### src/hdl/mrac_pkg.sv
`default_nettype none
// ----------------------------------------------------------------------------
// mrac_pkg
// Types, widths and the operation table of the adaptive drive block.
// ----------------------------------------------------------------------------
package mrac_pkg;

    localparam int SIG_W      = 32;
    localparam int GAIN_W     = 48;
    localparam int RATE_W     = 48;
    localparam int LIM_W      = 31;
    localparam int CFG_IDX_W  = 4;
    localparam int CFG_DATA_W = 48;
    localparam int SUM_W      = 66;
    localparam int ACC_W      = 128;
    localparam int MID_W      = 80;
    localparam int WORD_W     = 32;
    localparam int PP_W       = 64;
    localparam int RES_W      = 64;
    localparam int OP_W       = 4;
    localparam int DRV_FRAC   = 16;

    localparam logic [OP_W-1:0] OP_LAST = 4'd8;

    typedef enum logic [CFG_IDX_W-1:0] {
        CFG_RATE_X,
        CFG_RATE_R,
        CFG_RATE_TH,
        CFG_POLE,
        CFG_GSTEP,
        CFG_START_KX,
        CFG_START_KR,
        CFG_LIMIT
    } t_cfg_idx;

    typedef struct packed {
        logic [RATE_W-1:0] rate_x;
        logic [RATE_W-1:0] rate_r;
        logic [RATE_W-1:0] rate_th;
        logic [GAIN_W-1:0] pole;
        logic [GAIN_W-1:0] gstep;
        logic [GAIN_W-1:0] start_kx;
        logic [GAIN_W-1:0] start_kr;
        logic [LIM_W-1:0]  limit;
    } t_cfg;

    typedef enum logic [2:0] {A_X, A_R, A_E, A_MODEL, A_MID} t_asel;

    typedef enum logic [2:0] {
        B_GREF, B_GSTATE, B_E, B_RATE_X, B_RATE_R, B_RATE_TH, B_GSTEP, B_POLE
    } t_bsel;

    typedef enum logic [2:0] {RND_RAW, RND_16, RND_32, RND_48, RND_64} t_rnd;

    typedef enum logic [2:0] {
        DST_SUM, DST_MID, DST_GX, DST_GR, DST_TH, DST_TM, DST_MODEL
    } t_dst;

    typedef struct packed {
        t_asel      a_sel;
        t_bsel      b_sel;
        logic [1:0] a_last;
        t_rnd       rnd;
        t_dst       dst;
    } t_op;

    typedef enum logic [2:0] {S_IDLE, S_SETUP, S_MUL, S_DRAIN, S_WB, S_FIN} t_state;

    typedef struct packed {
        logic       load_in;
        logic       setup;
        logic       acc_init;
        logic       mul_en;
        logic       acc_add;
        logic       wb;
        logic       out_load;
        t_op        op;
        logic [1:0] a_idx;
        logic       b_idx;
    } t_cmd;

    typedef struct packed {
        logic action;
    } t_status;

    function automatic t_op op_def(input logic [OP_W-1:0] idx);
        t_op op;
        case (idx)
            4'd0:    op = '{a_sel: A_R,     b_sel: B_GREF,    a_last: 2'd0,
                            rnd: RND_16,  dst: DST_SUM};
            4'd1:    op = '{a_sel: A_X,     b_sel: B_GSTATE,  a_last: 2'd0,
                            rnd: RND_16,  dst: DST_SUM};
            4'd2:    op = '{a_sel: A_X,     b_sel: B_E,       a_last: 2'd0,
                            rnd: RND_RAW, dst: DST_MID};
            4'd3:    op = '{a_sel: A_MID,   b_sel: B_RATE_X,  a_last: 2'd2,
                            rnd: RND_64,  dst: DST_GX};
            4'd4:    op = '{a_sel: A_R,     b_sel: B_E,       a_last: 2'd0,
                            rnd: RND_RAW, dst: DST_MID};
            4'd5:    op = '{a_sel: A_MID,   b_sel: B_RATE_R,  a_last: 2'd2,
                            rnd: RND_64,  dst: DST_GR};
            4'd6:    op = '{a_sel: A_E,     b_sel: B_RATE_TH, a_last: 2'd1,
                            rnd: RND_48,  dst: DST_TH};
            4'd7:    op = '{a_sel: A_R,     b_sel: B_GSTEP,   a_last: 2'd0,
                            rnd: RND_16,  dst: DST_TM};
            default: op = '{a_sel: A_MODEL, b_sel: B_POLE,    a_last: 2'd1,
                            rnd: RND_32,  dst: DST_MODEL};
        endcase
        return op;
    endfunction

endpackage
`default_nettype wire

### src/hdl/mrac_cfg_regs.sv
`default_nettype none
// ----------------------------------------------------------------------------
// mrac_cfg_regs
// Configuration register file: rates, model steps, start gains, drive limit.
// ----------------------------------------------------------------------------
module mrac_cfg_regs import mrac_pkg::*; (
    input  wire logic                  i_clk,
    input  wire logic                  i_rst_n,
    input  wire logic                  i_wr_en,
    input  wire logic [CFG_IDX_W-1:0]  i_wr_index,
    input  wire logic [CFG_DATA_W-1:0] i_wr_data,
    output t_cfg                       o_cfg
);

    t_cfg r_cfg;

    always_ff @(posedge i_clk) begin
        if (!i_rst_n) begin
            r_cfg.rate_x   <= 48'd28147498;
            r_cfg.rate_r   <= 48'd14073749;
            r_cfg.rate_th  <= 48'd140737488355;
            r_cfg.pole     <= '0;
            r_cfg.gstep    <= '0;
            r_cfg.start_kx <= '0;
            r_cfg.start_kr <= '0;
            r_cfg.limit    <= '0;
        end else if (i_wr_en) begin
            case (i_wr_index)
                CFG_RATE_X:   r_cfg.rate_x   <= i_wr_data;
                CFG_RATE_R:   r_cfg.rate_r   <= i_wr_data;
                CFG_RATE_TH:  r_cfg.rate_th  <= i_wr_data;
                CFG_POLE:     r_cfg.pole     <= i_wr_data;
                CFG_GSTEP:    r_cfg.gstep    <= i_wr_data;
                CFG_START_KX: r_cfg.start_kx <= i_wr_data;
                CFG_START_KR: r_cfg.start_kr <= i_wr_data;
                CFG_LIMIT:    r_cfg.limit    <= i_wr_data[LIM_W-1:0];
                default: begin
                end
            endcase
        end
    end

    assign o_cfg = r_cfg;

endmodule
`default_nettype wire

### config.mk
export PLATFORM = sky130hd
export DESIGN_NAME = mrac_cfg_regs
export DESIGN_NICKNAME = d
export VERILOG_FILES = /design/src/hdl/mrac_pkg.sv /design/src/hdl/mrac_cfg_regs.sv
export SDC_FILE = /design/constraint.sdc
export NUM_CORES = 1
export LEC_CHECK = 0
export BUFFER_PORTS_ARGS = -buffer_cell sky130_fd_sc_hd__buf_2
export CORE_AREA = 4 4 236 238
export CTS_BUF_LIST = sky130_fd_sc_hd__clkbuf_4 sky130_fd_sc_hd__clkbuf_8
export DETAILED_ROUTE_END_ITERATION = 12
export DIE_AREA = 0 0 240 242
export PLACE_DENSITY = 0.49
export SYNTH_ARGS = -nofsm -noshare
export SYNTH_HDL_FRONTEND = slang
export SYNTH_SLANG_ARGS = --single-unit
### constraint.sdc
create_clock -name i_clk -period 4.6 [get_ports i_clk]
set_input_delay 1.15 -clock i_clk [delete_from_list [all_inputs] [get_ports i_clk]]
set_output_delay 1.15 -clock i_clk [all_outputs]
set_load 0.005 [all_outputs]
==> run summary <==
Register Area: 7350 um2
DP Area: 16000 um2
First-pass GRT wire length: 72.7 mm
Sw Ratio: 24.3%
M1 GR Usage: 20.4%
Max clock buf depth: 3
Fin Setup TNS: 0 ns
Post-route antenna net violation count: 0
Yosys warning total: 0
Tmin final: 2.71 ns
Levels on crit path: 6
Hold path cells: 2
Flops & latches, synth: 367
R2R cell count: 2
Syn Area/Cell: 10.2 um2
CP required: 5.14 ns
Max-cap violation count: 0
Total clock sinks: 367
Layout Nets: 1765
Netlist cell types: 21
Status: complete, no violations
Global Route met2 Usage: 27.1%
Clock transition at path regs: 0.06 ns
CP arrival: 3.25 ns
Largest net degree at the start of global routing: 83
Pleak: 8.03 nW
Finished Layout Cells: 2459
Via density: 4.40
Worst slew margin: 33.4%
Final worst slack: 1.89 ns
Starting Density: 24.7%
Post-DP HPWL: 34.5 mm
GRT overflow: 0
CTS Buf Count: 69
Total Power: 6.94 mW
Port bufs: 421
IO Count: 422
P&R area growth vs syn: 31.9%
Post-Route WL: 49.4 mm
Cell internal pwr: 5.25 mW
Rows: 85
CTS tree: yes
Area of the multi-input gates: 5350 um2
Final Setup Violations: 0
Most used cell, CP: buf_4
Worst path max stage delay: 0.66 ns
Comb pwr share: 5.2%
CP top delay family: buffers and inverters
Initial DRC count: 482
Share of cells above drive strength 1: 32.8%
Final Hold Fails: 0
Hold-fix buffers, CTS: 0
Cts repair resizes: 0
# H-tree levels: 3
Slowest cell on crit path: or3b_2
Worst setup EP type: register
Layout fillers: 5579
Design Area, Final: 17500 um2
Mapped Cells: 1293
Slew @ Worst Pin: 0.999 ns
Placer Congestion: 0.767
Switch Pwr: 1.69 mW
Critical path type: input port to register
Clock root buffer: clkbuf_8
Placed cell count: 2335
Slew Limit Fails: 0
Drt pass-1 iters: 5
Max reg flops: 367
Via count: 10800
Clk pwr share: 48.0%
Chip Width: 240 um
Syn Nets: 1348
Worst VDD drop: 0.000190 V
GR Layer Usage met3: 5.46%
HP Class: register to register
Register area share after synthesis: 55.5%
Gr usage total: 16.5%
Vias in the first global route: 11000
Clock skew: 0 ns
Crit path buf inv count: 3
CORE AREA: 53600 um2
Power Dens Cells: 397 nW/um2
Mapped Area: 13200 um2
Drt wl/cell: 20.1 um
Pre-CTS worst setup slack: 1.29 ns
Worst path cell trace: buf_2, or3b_2, buf_4, nor2_4, buf_4, mux2i_1
RSZ-0062 raised after global routing: no
Fmax: 369 MHz
DRC viols: 0
Reg power frac: 46.8%
Crit path max fanout: 42
Hold WS: 0.452 ns
Fin util: 32.6%
Period utilization: 58.9%
Initial antenna violation count: 4
Clock Latency Late Sink: 0.60 ns
Most Crowded Layer GR: met2
Die Height: 242 um
# Post-CTS Setup Buffers: 0
Setup crit start kind: input port
Die Area: 58100 um2
[cell type report]
class | instances | area share (%)
Antenna cell | 2 | 0.0287
Clock buffer | 107 | 7.68
Clock inverter | 15 | 0.673
Inverter | 29 | 0.623
Multi-Input combinational cell | 798 | 30.6
Sequential cell | 367 | 42.1
Tap cell | 696 | 4.99
Timing Repair Buffer | 445 | 13.3
[path summary, 6_finish.rpt]
check,from,endpoint,slack (ns)
max reg2reg,o_cfg[340],o_cfg[340],3.92
max,i_wr_index[3],o_cfg[207],1.89
min,o_cfg[117],o_cfg[117],0.45
min reg2reg,o_cfg[117],o_cfg[117],0.45
[placed cells by master, fill, tap and decap left out, types with 2 or more instances in the layout]
cell type	n
o211ai_1	50
buf_4	22
o21ai_0	34
clkinvlp_4	4
o31ai_1	16
nand2_1	366
inv_1	29
diode_2	2
clkinv_2	8
nand2b_1	2
buf_12	2
mux2i_1	317
clkbuf_8	86
clkbuf_4	21
buf_2	420
dfxtp_1	367
nor2_4	5
[per-layer routing]
| metal | vias to the layer above | part of all wire (%) |
|---|---|---|
| met5 | - | 0.018 |
| met4 | 2 | 2.0 |
| met3 | 62 | 8.1 |
| met2 | 354 | 48 |
| met1 | 5226 | 42 |
| li1 | 5171 | - |
[logic make-up after synthesis]
logic type | count (synthesis) | share of synthesized area [%]
mux | 317 | 24.0
flops | 367 | 55.5
compound gates | 100 | 5.03
simple gates | 381 | 11.1
buf+inv | 128 | 4.46
[tightest hold or removal path: stages, from the launching register on]
cell     delay [ns]
dfxtp_1        0.30
nand2_1        0.05
mux2i_1        0.05
[synth_stat cells]
master    number  area share, %
clkbuf_1      55            1.6
buf_2         22           0.83
buf_4          8           0.45
inv_1         29           0.82
or2_1          1          0.047
o211ai_1      50            2.8
nor3_4         1           0.12
nand2b_1       2          0.094
or3_1          2          0.094
or3b_1         1          0.066
buf_1          7           0.20
nand3b_1       1          0.057
dfxtp_1      367             55
or2_2          1          0.047
nor2_2         1          0.047
nor2_1         5           0.14
o31ai_1       16           0.91
buf_6          7           0.60
nand2_1      366             10
o21ai_0       34            1.3
mux2i_1      317             24
[power by group through the flow]
stage	registers [mW]	clock network (mW)	logic, mW
after floorplan	3.32	0	0.181
after global placement	3.32	0	0.367
after detailed placement	3.32	0	0.369
after CTS	3.25	3.45	0.369
after global routing	3.25	3.58	0.395
final	3.25	3.33	0.361
Power figures use the tool's default switching activity.
